==> src/srle_pkg.sv <==
package srle_pkg;

	localparam int MAX_ROW_DEFAULT   = 64;
	localparam int OUT_WORDS_DEFAULT = 8192;
	localparam int QUEUE_DEPTH       = 4;
	localparam int GROUP_WORDS       = 4;
	localparam int CFG_INDEX_W       = 1;
	localparam int CFG_DATA_W        = 24;

	localparam logic [CFG_INDEX_W-1:0] REG_ROW_LENGTH      = 1'b0;
	localparam logic [CFG_INDEX_W-1:0] REG_TRANSPARENT_KEY = 1'b1;

	localparam logic [6:0]  ROW_LENGTH_RESET = 7'd64;
	localparam logic [23:0] KEY_RESET        = 24'h808088;

	typedef struct packed {
		logic [23:0] pixel_rgb;
		logic        image_start;
	} in_t;

	typedef struct packed {
		logic [15:0] word;
		logic [12:0] word_index;
		logic        last;
	} out_t;

	// classified pixel handed from the input stage to the run tracker
	typedef struct packed {
		logic [15:0] pix_word;
		logic        transp;
		logic        start;
	} cls_t;

	// all words caused by one pixel
	typedef struct packed {
		out_t [GROUP_WORDS-1:0] w;
		logic [1:0]             cnt_m1;
	} group_t;

	typedef struct packed {
		logic full;
		logic empty;
	} q_stat_t;

endpackage

==> src/sprite_transparency_run_length_encoder_top.sv <==
// Transparent run-length sprite encoder.
// Pixels enter on the in channel (in_valid / in_stall / in_data), one word per pixel,
// row by row; image_start marks the first pixel of an image and restarts the
// encoded buffer at index 0. Each pixel yields zero to four encoded words on
// the out channel (out_valid / out_stall / out_data), each carrying its buffer
// index; last marks the final word caused by a pixel.
// Throughput: one pixel per cycle enters as long as the four-entry word-group
// queue has room; the output register drains one word per cycle while out_stall
// is low, so the sustained pixel rate is set by the number of words per pixel.
// A pixel is registered in the input stage, the run tracker then pushes its word
// group into the queue, and the output register loads its first word from there.
// Stalling the out channel holds the current word; the queue then fills and
// in_stall rises once the input stage holds a pixel it cannot pass on.
// Reset clears all run state and returns row_length to 64 and the key to
// 0x808088. Registers are written through cfg_write / cfg_index / cfg_data;
// the user must write them only while the block is idle; the block does not enforce it.
module sprite_transparency_run_length_encoder_top #(
	parameter int MAX_ROW   = srle_pkg::MAX_ROW_DEFAULT,
	parameter int OUT_WORDS = srle_pkg::OUT_WORDS_DEFAULT
) (
	input  logic                              clk,
	input  logic                              arst_n,
	input  logic                              in_valid,
	output logic                              in_stall,
	input  srle_pkg::in_t                     in_data,
	output logic                              out_valid,
	input  logic                              out_stall,
	output srle_pkg::out_t                    out_data,
	input  logic                              cfg_write,
	input  logic [srle_pkg::CFG_INDEX_W-1:0]  cfg_index,
	input  logic [srle_pkg::CFG_DATA_W-1:0]   cfg_data
);
	import srle_pkg::*;

	logic [6:0]  row_length_q;
	logic [23:0] key_q;

	logic        cls_valid;
	cls_t        cls_data;
	logic        cls_take;
	q_stat_t     q_stat;
	logic        q_push;
	group_t      q_group;
	logic        q_pop;
	group_t      q_head;

	always_ff @(posedge clk or negedge arst_n) begin
		if (!arst_n) begin
			row_length_q <= ROW_LENGTH_RESET;
			key_q        <= KEY_RESET;
		end else if (cfg_write) begin
			unique case (cfg_index)
				REG_ROW_LENGTH:      row_length_q <= cfg_data[6:0];
				REG_TRANSPARENT_KEY: key_q        <= cfg_data[23:0];
				default: ;
			endcase
		end
	end

	srle_classify u_classify (
		.clk             (clk),
		.arst_n          (arst_n),
		.in_valid        (in_valid),
		.in_stall        (in_stall),
		.in_data         (in_data),
		.transparent_key (key_q),
		.cls_valid       (cls_valid),
		.cls_data        (cls_data),
		.cls_take        (cls_take)
	);

	srle_runctl #(
		.MAX_ROW   (MAX_ROW),
		.OUT_WORDS (OUT_WORDS)
	) u_runctl (
		.clk        (clk),
		.arst_n     (arst_n),
		.cls_valid  (cls_valid),
		.cls_data   (cls_data),
		.cls_take   (cls_take),
		.row_length (row_length_q),
		.q_stat     (q_stat),
		.q_push     (q_push),
		.q_group    (q_group)
	);

	srle_queue #(
		.DEPTH (QUEUE_DEPTH)
	) u_queue (
		.clk        (clk),
		.arst_n     (arst_n),
		.push       (q_push),
		.push_group (q_group),
		.pop        (q_pop),
		.head       (q_head),
		.stat       (q_stat)
	);

	srle_emit u_emit (
		.clk       (clk),
		.arst_n    (arst_n),
		.head      (q_head),
		.q_stat    (q_stat),
		.q_pop     (q_pop),
		.out_valid (out_valid),
		.out_stall (out_stall),
		.out_data  (out_data)
	);

	// a word group never lands in a full queue
	a_no_overflow: assert property (@(posedge clk) disable iff (!arst_n)
		q_push |-> !q_stat.full)
		else $error("word group pushed into full queue");

	// nothing leaves an empty queue
	a_no_underflow: assert property (@(posedge clk) disable iff (!arst_n)
		q_pop |-> !q_stat.empty)
		else $error("pop from empty queue");

	// back pressure on the input only comes from a held pixel
	a_stall_cause: assert property (@(posedge clk) disable iff (!arst_n)
		in_stall |-> (cls_valid && q_stat.full))
		else $error("input stalled without a blocked pixel");

	// a word taken with more to come leaves its group still held, so the queue is not empty
	a_group_tail: assert property (@(posedge clk) disable iff (!arst_n)
		(out_valid && !out_stall && !out_data.last) |-> (!q_stat.empty))
		else $error("group split from its remaining words");

endmodule

==> src/srle_classify.sv <==
module srle_classify (
	input  logic               clk,
	input  logic               arst_n,
	input  logic               in_valid,
	output logic               in_stall,
	input  srle_pkg::in_t      in_data,
	input  logic [23:0]        transparent_key,
	output logic               cls_valid,
	output srle_pkg::cls_t     cls_data,
	input  logic               cls_take
);
	import srle_pkg::*;

	localparam logic [23:0] SPECIAL [8] = '{
		24'h001C1C, 24'h003838, 24'h005555, 24'h007171,
		24'h008D8D, 24'h00AAAA, 24'h00C6C6, 24'h00E2E2
	};
	localparam logic [15:0] SPECIAL_BASE = 16'h8000;

	logic   valid_s1;
	cls_t   data_s1;
	cls_t   cls_next;
	logic   accept;

	always_comb begin
		logic [23:0] p;
		p = in_data.pixel_rgb;
		cls_next.pix_word = {1'b0, p[23:19], p[15:11], p[7:3]};
		// walk down so the lowest matching index wins
		for (int i = 7; i >= 0; i--) begin
			if (p == SPECIAL[i])
				cls_next.pix_word = SPECIAL_BASE | 16'(i);
		end
		cls_next.transp = (p == transparent_key);
		cls_next.start  = in_data.image_start;
	end

	assign in_stall  = valid_s1 & ~cls_take;
	assign accept    = in_valid & ~in_stall;
	assign cls_valid = valid_s1;
	assign cls_data  = data_s1;

	always_ff @(posedge clk or negedge arst_n) begin
		if (!arst_n) begin
			valid_s1 <= 1'b0;
		end else begin
			valid_s1 <= accept | (valid_s1 & ~cls_take);
		end
	end

	always_ff @(posedge clk) begin
		if (accept) begin
			data_s1 <= cls_next;
		end
	end

endmodule

==> src/srle_runctl.sv <==
module srle_runctl #(
	parameter int MAX_ROW   = srle_pkg::MAX_ROW_DEFAULT,
	parameter int OUT_WORDS = srle_pkg::OUT_WORDS_DEFAULT
) (
	input  logic               clk,
	input  logic               arst_n,
	input  logic               cls_valid,
	input  srle_pkg::cls_t     cls_data,
	output logic               cls_take,
	input  logic [6:0]         row_length,
	input  srle_pkg::q_stat_t  q_stat,
	output logic               q_push,
	output srle_pkg::group_t   q_group
);
	import srle_pkg::*;

	localparam int          IW       = $clog2(OUT_WORDS);
	localparam logic [IW:0] OW       = (IW+1)'(OUT_WORDS);
	localparam logic [6:0]  MAX_ROW7 = 7'(MAX_ROW);

	function automatic logic [IW-1:0] wrap_add(input logic [IW-1:0] i, input logic [2:0] k);
		logic [IW:0] s;
		s = (IW+1)'(i) + (IW+1)'(k);
		if (s >= OW)
			s = s - OW;
		return s[IW-1:0];
	endfunction

	logic [6:0]    rowpos_q;
	logic          opq_q;
	logic [6:0]    runlen_q;
	logic [IW-1:0] slot_q;
	logic [IW-1:0] wi_q;

	logic [6:0]    rowpos_n;
	logic          opq_n;
	logic [6:0]    runlen_n;
	logic [IW-1:0] slot_n;
	logic [IW-1:0] wi_n;
	logic [2:0]    nwords;
	group_t        grp;
	logic [6:0]    len;

	always_comb begin
		if (row_length == 7'd0)
			len = 7'd1;
		else if (row_length > MAX_ROW7)
			len = MAX_ROW7;
		else
			len = row_length;
	end

	always_comb begin
		logic [6:0]    rp;
		logic          opq;
		logic [6:0]    rl;
		logic [IW-1:0] slot;
		logic [IW-1:0] wi;
		logic [IW-1:0] idx [5];
		logic [2:0]    adv;
		logic [2:0]    n;

		// image start clears the run state before this pixel
		rp   = cls_data.start ? 7'd0 : rowpos_q;
		opq  = cls_data.start ? 1'b0 : opq_q;
		rl   = cls_data.start ? 7'd0 : runlen_q;
		slot = cls_data.start ? '0 : slot_q;
		wi   = cls_data.start ? '0 : wi_q;

		idx[0] = wi;
		for (int k = 1; k < 5; k++)
			idx[k] = wrap_add(wi, 3'(k));

		grp      = '0;
		n        = 3'd0;
		adv      = 3'd0;
		rowpos_n = rp + 7'd1;
		opq_n    = opq;
		runlen_n = rl;
		slot_n   = slot;

		if (cls_data.transp) begin
			if (opq) begin
				grp.w[0].word       = {9'd0, rl};
				grp.w[0].word_index = 13'(slot);
				n        = 3'd1;
				opq_n    = 1'b0;
				runlen_n = 7'd1;
			end else begin
				runlen_n = rl + 7'd1;
			end
		end else begin
			if (!opq) begin
				// skip word, then the length slot is held, then the pixel
				grp.w[0].word       = {9'd0, rl};
				grp.w[0].word_index = 13'(idx[0]);
				grp.w[1].word       = cls_data.pix_word;
				grp.w[1].word_index = 13'(idx[2]);
				slot_n   = idx[1];
				n        = 3'd2;
				adv      = 3'd3;
				opq_n    = 1'b1;
				runlen_n = 7'd1;
			end else begin
				grp.w[0].word       = cls_data.pix_word;
				grp.w[0].word_index = 13'(idx[0]);
				n        = 3'd1;
				adv      = 3'd1;
				runlen_n = rl + 7'd1;
			end
		end

		if (rowpos_n >= len) begin
			if (opq_n) begin
				grp.w[n[1:0]].word       = {9'd0, runlen_n};
				grp.w[n[1:0]].word_index = 13'(slot_n);
				n = n + 3'd1;
				grp.w[n[1:0]].word       = 16'd0;
				grp.w[n[1:0]].word_index = 13'(idx[adv]);
				n   = n + 3'd1;
				adv = adv + 3'd1;
			end else begin
				// only reached from a transparent pixel, nothing written at the write index yet
				grp.w[n[1:0]].word       = {9'd0, runlen_n};
				grp.w[n[1:0]].word_index = 13'(idx[0]);
				n = n + 3'd1;
				grp.w[n[1:0]].word       = 16'd0;
				grp.w[n[1:0]].word_index = 13'(idx[1]);
				n   = n + 3'd1;
				adv = 3'd2;
			end
			rowpos_n = 7'd0;
			opq_n    = 1'b0;
			runlen_n = 7'd0;
		end

		if (n != 3'd0)
			grp.w[2'(n - 3'd1)].last = 1'b1;
		grp.cnt_m1 = 2'(n - 3'd1);
		nwords     = n;
		wi_n       = idx[adv];
	end

	assign cls_take = cls_valid & ~q_stat.full;
	assign q_push   = cls_take & (nwords != 3'd0);
	assign q_group  = grp;

	always_ff @(posedge clk or negedge arst_n) begin
		if (!arst_n) begin
			rowpos_q <= 7'd0;
			opq_q    <= 1'b0;
			runlen_q <= 7'd0;
			slot_q   <= '0;
			wi_q     <= '0;
		end else if (cls_take) begin
			rowpos_q <= rowpos_n;
			opq_q    <= opq_n;
			runlen_q <= runlen_n;
			slot_q   <= slot_n;
			wi_q     <= wi_n;
		end
	end

endmodule

==> src/srle_queue.sv <==
module srle_queue #(
	parameter int DEPTH = srle_pkg::QUEUE_DEPTH
) (
	input  logic               clk,
	input  logic               arst_n,
	input  logic               push,
	input  srle_pkg::group_t   push_group,
	input  logic               pop,
	output srle_pkg::group_t   head,
	output srle_pkg::q_stat_t  stat
);
	import srle_pkg::*;

	localparam int PW = (DEPTH > 1) ? $clog2(DEPTH) : 1;
	localparam int CW = $clog2(DEPTH + 1);

	group_t        entry_q [DEPTH];
	logic [PW-1:0] wr_ptr_q;
	logic [PW-1:0] rd_ptr_q;
	logic [CW-1:0] count_q;

	function automatic logic [PW-1:0] bump(input logic [PW-1:0] p);
		return (p == PW'(DEPTH - 1)) ? '0 : p + PW'(1);
	endfunction

	assign head       = entry_q[rd_ptr_q];
	assign stat.full  = (count_q == CW'(DEPTH));
	assign stat.empty = (count_q == '0);

	always_ff @(posedge clk or negedge arst_n) begin
		if (!arst_n) begin
			wr_ptr_q <= '0;
			rd_ptr_q <= '0;
			count_q  <= '0;
		end else begin
			if (push)
				wr_ptr_q <= bump(wr_ptr_q);
			if (pop)
				rd_ptr_q <= bump(rd_ptr_q);
			if (push && !pop)
				count_q <= count_q + CW'(1);
			else if (pop && !push)
				count_q <= count_q - CW'(1);
		end
	end

	always_ff @(posedge clk) begin
		if (push) begin
			entry_q[wr_ptr_q] <= push_group;
		end
	end

endmodule

==> src/srle_emit.sv <==
module srle_emit (
	input  logic               clk,
	input  logic               arst_n,
	input  srle_pkg::group_t   head,
	input  srle_pkg::q_stat_t  q_stat,
	output logic               q_pop,
	output logic               out_valid,
	input  logic               out_stall,
	output srle_pkg::out_t     out_data
);
	import srle_pkg::*;

	logic [1:0] sub_q;
	logic       out_valid_q;
	out_t       out_data_q;
	logic       load;

	// refill the output register from a non-empty queue whenever it is empty or being taken
	assign load  = ~q_stat.empty & (~out_valid_q | ~out_stall);
	assign q_pop = load & (sub_q == head.cnt_m1);

	assign out_valid = out_valid_q;
	assign out_data  = out_data_q;

	always_ff @(posedge clk or negedge arst_n) begin
		if (!arst_n) begin
			sub_q       <= 2'd0;
			out_valid_q <= 1'b0;
		end else begin
			out_valid_q <= load | (out_valid_q & out_stall);
			if (load)
				sub_q <= q_pop ? 2'd0 : sub_q + 2'd1;
		end
	end

	always_ff @(posedge clk) begin
		if (load) begin
			out_data_q <= head.w[sub_q];
		end
	end

endmodule
==> config.mk <==
export PLATFORM = sky130hd
export DESIGN_NAME = sprite_transparency_run_length_encoder_top
export DESIGN_NICKNAME = d
export VERILOG_FILES = /design/src/srle_pkg.sv /design/src/sprite_transparency_run_length_encoder_top.sv /design/src/srle_classify.sv /design/src/srle_runctl.sv /design/src/srle_queue.sv /design/src/srle_emit.sv
export SDC_FILE = /design/constraint.sdc
export NUM_CORES = 1
export LEC_CHECK = 0
export ABC_AREA = 1
export BUFFER_PORTS_ARGS = -buffer_cell sky130_fd_sc_hd__buf_2
export CAP_MARGIN = 25
export CORE_MARGIN = 1.5
export CORE_UTILIZATION = 40
export DETAILED_ROUTE_END_ITERATION = 10
export SETUP_SLACK_MARGIN = 0.15
export SLEW_MARGIN = 20
export SYNTH_ARGS = -nofsm -noshare
export SYNTH_HDL_FRONTEND = slang
export SYNTH_SLANG_ARGS = --single-unit
==> constraint.sdc <==
create_clock -name clk -period 16.99 [get_ports clk]
set_clock_uncertainty 0.2 [all_clocks]
set_input_delay 1.699 -clock clk [delete_from_list [all_inputs] [get_ports clk]]
set_output_delay 1.699 -clock clk [all_outputs]
set_load 0.1 [all_outputs]
# Yosys cells after proc, flatten, opt, wreduce, memory -nomap -nowiden
# Memories as Yosys holds them, arrays and structs flattened.
# Index checks and enable logic that the tools add are counted.
# op_classes
addsub	19
mul	0
div_mod_pow	0
n_lt_le_gt_ge	15
n_eq_ne	13
shift	0
n_mux	76
n_bitwise	19
n_reduce_logical	17
# ops
cell	n
$bwmux W120	8
$mux W120	3
$demux W30 S2	5
$mux W13	12
$mux W29	4
$eq A24 B16 Y1 const B	4
$mux W30	3
$bmux W13 S3	2
$mux W7	9
$bmux W30 S2	1
$ge A14 B14 Y1 const B	4
$sub A13 B1 Y13 const B	4
$eq A24 B15 Y1 const B	2
$mux W3	10
$add A13 B2 Y14 const B	2
$mux W14	2
$eq A24 B13 Y1 const B	1
$eq A24 B14 Y1 const B	1
$eq A24 B24 Y1	1
$mux W20	1
$mux W16	1
$add A13 B1 Y14 const B	1
$add A13 B3 Y14 const B	1
$add A7 B1 Y7 const B	2
29 further kinds	75
# totals
regBits	131
latchBits	0
ram_bits	488
mem_bits_ro	0
input_bits	55
out_inout_bits	32
word_cells	183
memories	1
# mem_list
name	words	word_bits	read_ports	rd_clocked_by_memory_dff	write_ports	line_no	rtl
u_queue.entry_q	4	122	1	0	1	srle_queue.sv:17	group_t entry_q [DEPTH];

# Logic depth before layout (Yosys ltp)
# logic_depth
word_depth	15
mapped_depth	28
ltp_nobuf	26

# Hierarchy
# A second synthesis with hierarchy kept.
# hier_totals
hier_cells	2892
hier_area_um2	29598.4
# modules_own_cells
module	instances	cells_per_inst	area_per_inst_um2	seq_area_each_um2
srle_queue	1	1476	19736.4	14829.2
srle_runctl	1	797	4973.5	1026.0
srle_emit	1	224	1913.1	975.9
srle_classify	1	259	1705.4	565.5
sprite_transparency_run_length_encoder_top	1	136	1270.0	782.0

# Least setup slack after synthesis
# OpenSTA, ideal clock, no wires.
# synth_timing
kind	reg2reg
start	reg u_classify.data_s1 (netlist bit u_classify.cls_data[0])
end	mem u_queue.entry_q[0][0] (netlist bit) (enable)
setup_time_ps	568
t_arrival_ps	7395
required_time_ps	16222
setup_slack_ps	8828
path_stages_with_launch	23
n_path_buf	2
synth_period_minus_slack_ps	8162
cell_sequence	edfxtp_1 -> buf_6 -> inv_8 -> buf_4 -> nand2_1 -> inv_1 -> ha_1 -> inv_1 -> nor3_2 -> nand3_1 -> o21ai_1 -> inv_1 -> ha_1 -> nand2_1 -> inv_1 -> a21oi_2 -> nand3_1 -> nand2_1 -> inv_1 -> ha_1 -> a21oi_2 -> inv_1 -> nor2_1
# synth_between
elab_chain_len	10
elab_cells_between_ends	14
cone_classes	add/sub (3); order compare (1); mux (8); bitwise (1); reduce/logical (1)
# synth_rtl
element	line_no	rtl
from (decl)	srle_classify.sv:21	cls_t data_s1;
from (signal assigned)	srle_classify.sv:53	data_s1 <= cls_next;
branches (longest 5 deep; another with $add A7 B1 Y7)	-	
$mux W3 *	srle_runctl.sv:113	if (rowpos_n >= len) begin
$reduce_bool A3 Y1 *	srle_runctl.sv:145	assign q_push = cls_take & (nwords != 3'd0);
$and A1 B1 Y1 *	srle_runctl.sv:145	
net q_push	sprite_transparency_run_length_encoder_top.sv:42	logic q_push;
$mux W1 *	srle_queue.sv:48	if (push) begin
$mux W1 (implied by the code) *	srle_queue.sv:49	entry_q[wr_ptr_q] <= push_group;
to (decl)	srle_queue.sv:17	
# Mark *: on every way through the listed nets, which the timed path passes.

# Final worst setup path
# layout_timing
start	reg u_classify.data_s1 (netlist bit u_classify.cls_data[0])
end	mem u_queue.entry_q[3][16] (netlist bit) (enable)
# Same word-level chain as after synthesis.

==> out/metrics.csv <==
stage,metric,value,unit
worst_setup_path,end_kind,flop,
worst_setup_path,critPathArrivalTime,7.14,ns
synthesis,synth_top_area_cell,edfxtp_1,
cts,hold_buffers,0,
final_layout,final_common_cell,edfxtp_1,
cts,cts-root-buf,clkbuf_16,
synthesis,synth_top_family_by_area,simple AND/OR/NAND/NOR gates,
synthesis,syn_area,0.0248,mm²
power,leakagePower,10.3,nW
drt,drc,0,
cts,cts_resized,0,
worst_setup_path,cp_max_fo,46,
drt,avgViaCountPerCell,5.46,
drt,final_antenna_net_count,0,
synthesis,synth_simple_gate_area_share,14.3,%
drt,drt_first_pass_iters,5,
job,cap_viol_max_count,0,
synthesis,yosysUniqueCellTypes,52,
power,vdd_drop_max,89.2,µV
sta,drv_slew,0,
sta,rsz0062_at_grt,false,
synthesis,netlist.area_leader.share,56.2,%
synthesis,synthTopCellsByArea,"edfxtp_1 56%, dfrtp_1 7.9%, o21ai_0 5.6%",
worst_setup_path,worst-r2r-cell-count,24,
final_layout,nNetsFinal,2441,
place,numPortBuffers,86,
floorplan,ioPinCount,87,
cts,cts_max_level,2,
floorplan,rows,91,
power,power_density,185,mW/mm²
place,dp_hpwl,41200,µm
sta,post-route-period-util,41.8,%
synthesis,synth_xor_area_share,1.52,%
floorplan,fp.dieW,252,µm
final_layout,drive_gt1_share,11.7,%
sta,hold_violations,0,
worst_setup_path,r2r-start,u_classify.cls_data[0],
sta,max_freq,141,MHz
worst_setup_path,crit_end,u_queue.entry_q[3][16],
cts,postCtsSetupBuffers,0,
floorplan,core_area,0.0615,mm²
sta,tightest_slew,1.03,ns
sta,setup_viol,0,
drt,finalWirelength,64500,µm
drt,wire_per_inst,20.2,µm
power,power.total,5.20,mW
worst_hold_path,holdPathStages,2,
place,gp_congestion,0.929,
sta,setup_tns,0,ns
synthesis,ys_ff_latch,547,
cts,clkTransAtPathRegs,0.06,ns
global_routing,grt_antenna_before_repair,3,
status,status,"complete, no violations",
final_layout,n_fill_cell,5660,
global_routing,grt_pass1_vias,17200,
synthesis,synth_mux_area_share,0.817,%
synthesis,synthAdderAreaFrac,1.44,%
floorplan,die_height,252,µm
final_layout,multi_input_area,0.00783,mm²
global_routing,grt_util_all_layers,20.3,%
worst_setup_path,required,17.02,ns
sta,relSlewSlack,31.4,%
worst_setup_path,crit_type,reg -> reg,
worst_hold_path,hold_path_class,reg -> reg,
cts,tritoncts,built,
global_routing,grt_pass1_wl,100000,µm
drt,drt-initial-drc-count,1331,
cts,clk_latency,0.61,ns
final_layout,mostFrequentLayoutCells,"464 x edfxtp_1, 358 x nor2_1, 279 x o21ai_0",
synthesis,synth_area_per_cell,10.9,µm²
worst_setup_path,rrSetupSlack,9.89,ns
synthesis,synth_cells,2276,
synthesis,synth_compound_area_share,12.6,%
worst_setup_path,critPathLaunchType,flop,
final_layout,ff_latch_area,0.0160,mm²
worst_setup_path,cp-startpoint,u_classify.cls_data[0],
floorplan,start_util,40.4,%
global_routing,overflow,0,
cts,clk_path_buf_depth,3,
final_layout,synthToLayoutAreaGrowth,13.3,%
synthesis,seq_area_frac_synth,64.6,%
sta,period_needed,7.10,ns
drt,vias,17500,
worst_setup_path,rr_endpoint,u_queue.entry_q[3][16],
global_routing,grt_max_degree,90,
floorplan,dieArea,0.0635,mm²
cts,numCtsBuffers,57,
cts,cts_num_sinks,547,
synthesis,yosysWarnings,0,
==> metal layers <==
| metal | wire, µm | part of all wire, % | vias to the layer above | global-route usage (%) |
|---|---|---|---|---|
| met3 | 3900 | 6.1 | 97 | 3.14 |
| met2 | 30000 | 47 | 501 | 32.5 |
| met5 | 0 | 0 | - | 0 |
| li1 | - | - | 8269 | - |
| met4 | 1500 | 2.3 | 0 | 5.61 |
| met1 | 29100 | 45 | 8594 | 28.8 |
==> power breakdown <==
group	leakage, nW	internal [mW]	switching, mW
Sequential	5.28	1.88	0.140
Clock	0.990	0.815	0.527
Combinational	4.03	0.429	1.42
Total	10.3	3.12	2.08
==> stage by stage <==
| stage | std cells | area (µm²) | hold WS [ns] | utilization, % | worst slack [ns] |
|---|---|---|---|---|---|
| 2_1_floorplan | 2327 | 25000 | 0.253 | - | 8.83 |
| 3_3_place_gp | 3088 | 26000 | 0.289 | 42.4 | 10.02 |
| 3_5_place_dp | 3088 | 26000 | 0.292 | 42.4 | 9.85 |
| 4_1_cts | 3195 | 28100 | 0.301 | 45.6 | 9.82 |
| 5_1_grt | 3197 | 28100 | 0.337 | 45.7 | 9.36 |
| 6_report | 3198 | 28100 | 0.297 | 45.7 | 9.89 |
==> kinds of logic after synthesis <==
kind of cell | after synthesis
fa+ha+maj | 28
xor+xnor | 43
mux | 18
compound gates | 526
simple gates | 820
flops | 547
buf+inv | 293
other cells | 1
==> cells in the mapped netlist, drive strengths merged <==
master,n
o21ai,292
nand2,278
fa,1
mux2,18
nand4,31
nor3b,1
clkinv,1
o211ai,30
nand3,96
o22ai,65
nand3b,1
conb,1
nor2,378
edfxtp,464
buf,41
o2111ai,1
o21bai,2
nor4,16
dfstp,5
inv,155
dfrtp,78
xnor2,13
a22oi,10
a32o,1
or2,2
clkbuf,96
a31oi,11
o21a,2
o221ai,61
a21oi,41
nor4b,1
o32ai,9
nor3,16
ha,27
xor2,30
a22o,1
==> layout make-up <==
cell class	count	area share, %
Inverter	156	2.13
Multi-Input combinational cell	1487	27.9
Clock inverter	41	1.87
Timing Repair Buffer	109	2.23
Tap cell	790	3.52
Antenna cell	2	0.0178
Clock buffer	66	5.34
Sequential cell	547	57.0
==> critical path, cell delays in order, from the launching register on <==
cell and delay (ns):
edfxtp_1 0.36, buf_4 0.24, inv_8 0.21, nand2_1 0.11, inv_1 0.11, ha_1 0.15
inv_1 0.06, nor3_2 0.24, nand3_1 0.13, o21ai_1 0.19, inv_1 0.06, ha_1 0.29
nand2_1 0.06, nor2_1 0.10, nand2_1 0.14, nand2_2 0.27, nand2_1 0.08, nand2_1 0.54
inv_1 0.21, ha_1 0.29, a21oi_2 0.33, inv_1 0.26, nor2_4 0.77, buf_4 0.59
buf_4 0.66
==> worst min path at each step <==
stage                         startpoint                   end  slack (ns)
global route             row_length_q[0]       row_length_q[0]        0.34
floorplan           u_runctl.rowpos_q[0]  u_runctl.rowpos_q[0]        0.25
global placement                key_q[3]              key_q[3]        0.29
detailed placement              key_q[3]              key_q[3]        0.29
CTS                             key_q[3]              key_q[3]        0.30
finish                          key_q[3]              key_q[3]        0.30
==> flip-flops by register name, indices dropped and copies added, names as in the netlist, 2 cells and up <==
register,flops
key_q,24
row_length_q,7
u_classify.cls_data,18
u_emit.out_data,30
u_emit.sub_q,2
u_queue.count_q,3
u_queue.entry_q,416
u_queue.rd_ptr_q,2
u_queue.wr_ptr_q,2
u_runctl.rowpos_q,7
u_runctl.runlen_q,7
u_runctl.slot_q,13
u_runctl.wi_q,13
No activity file was read; power rests on OpenSTA's default activity.
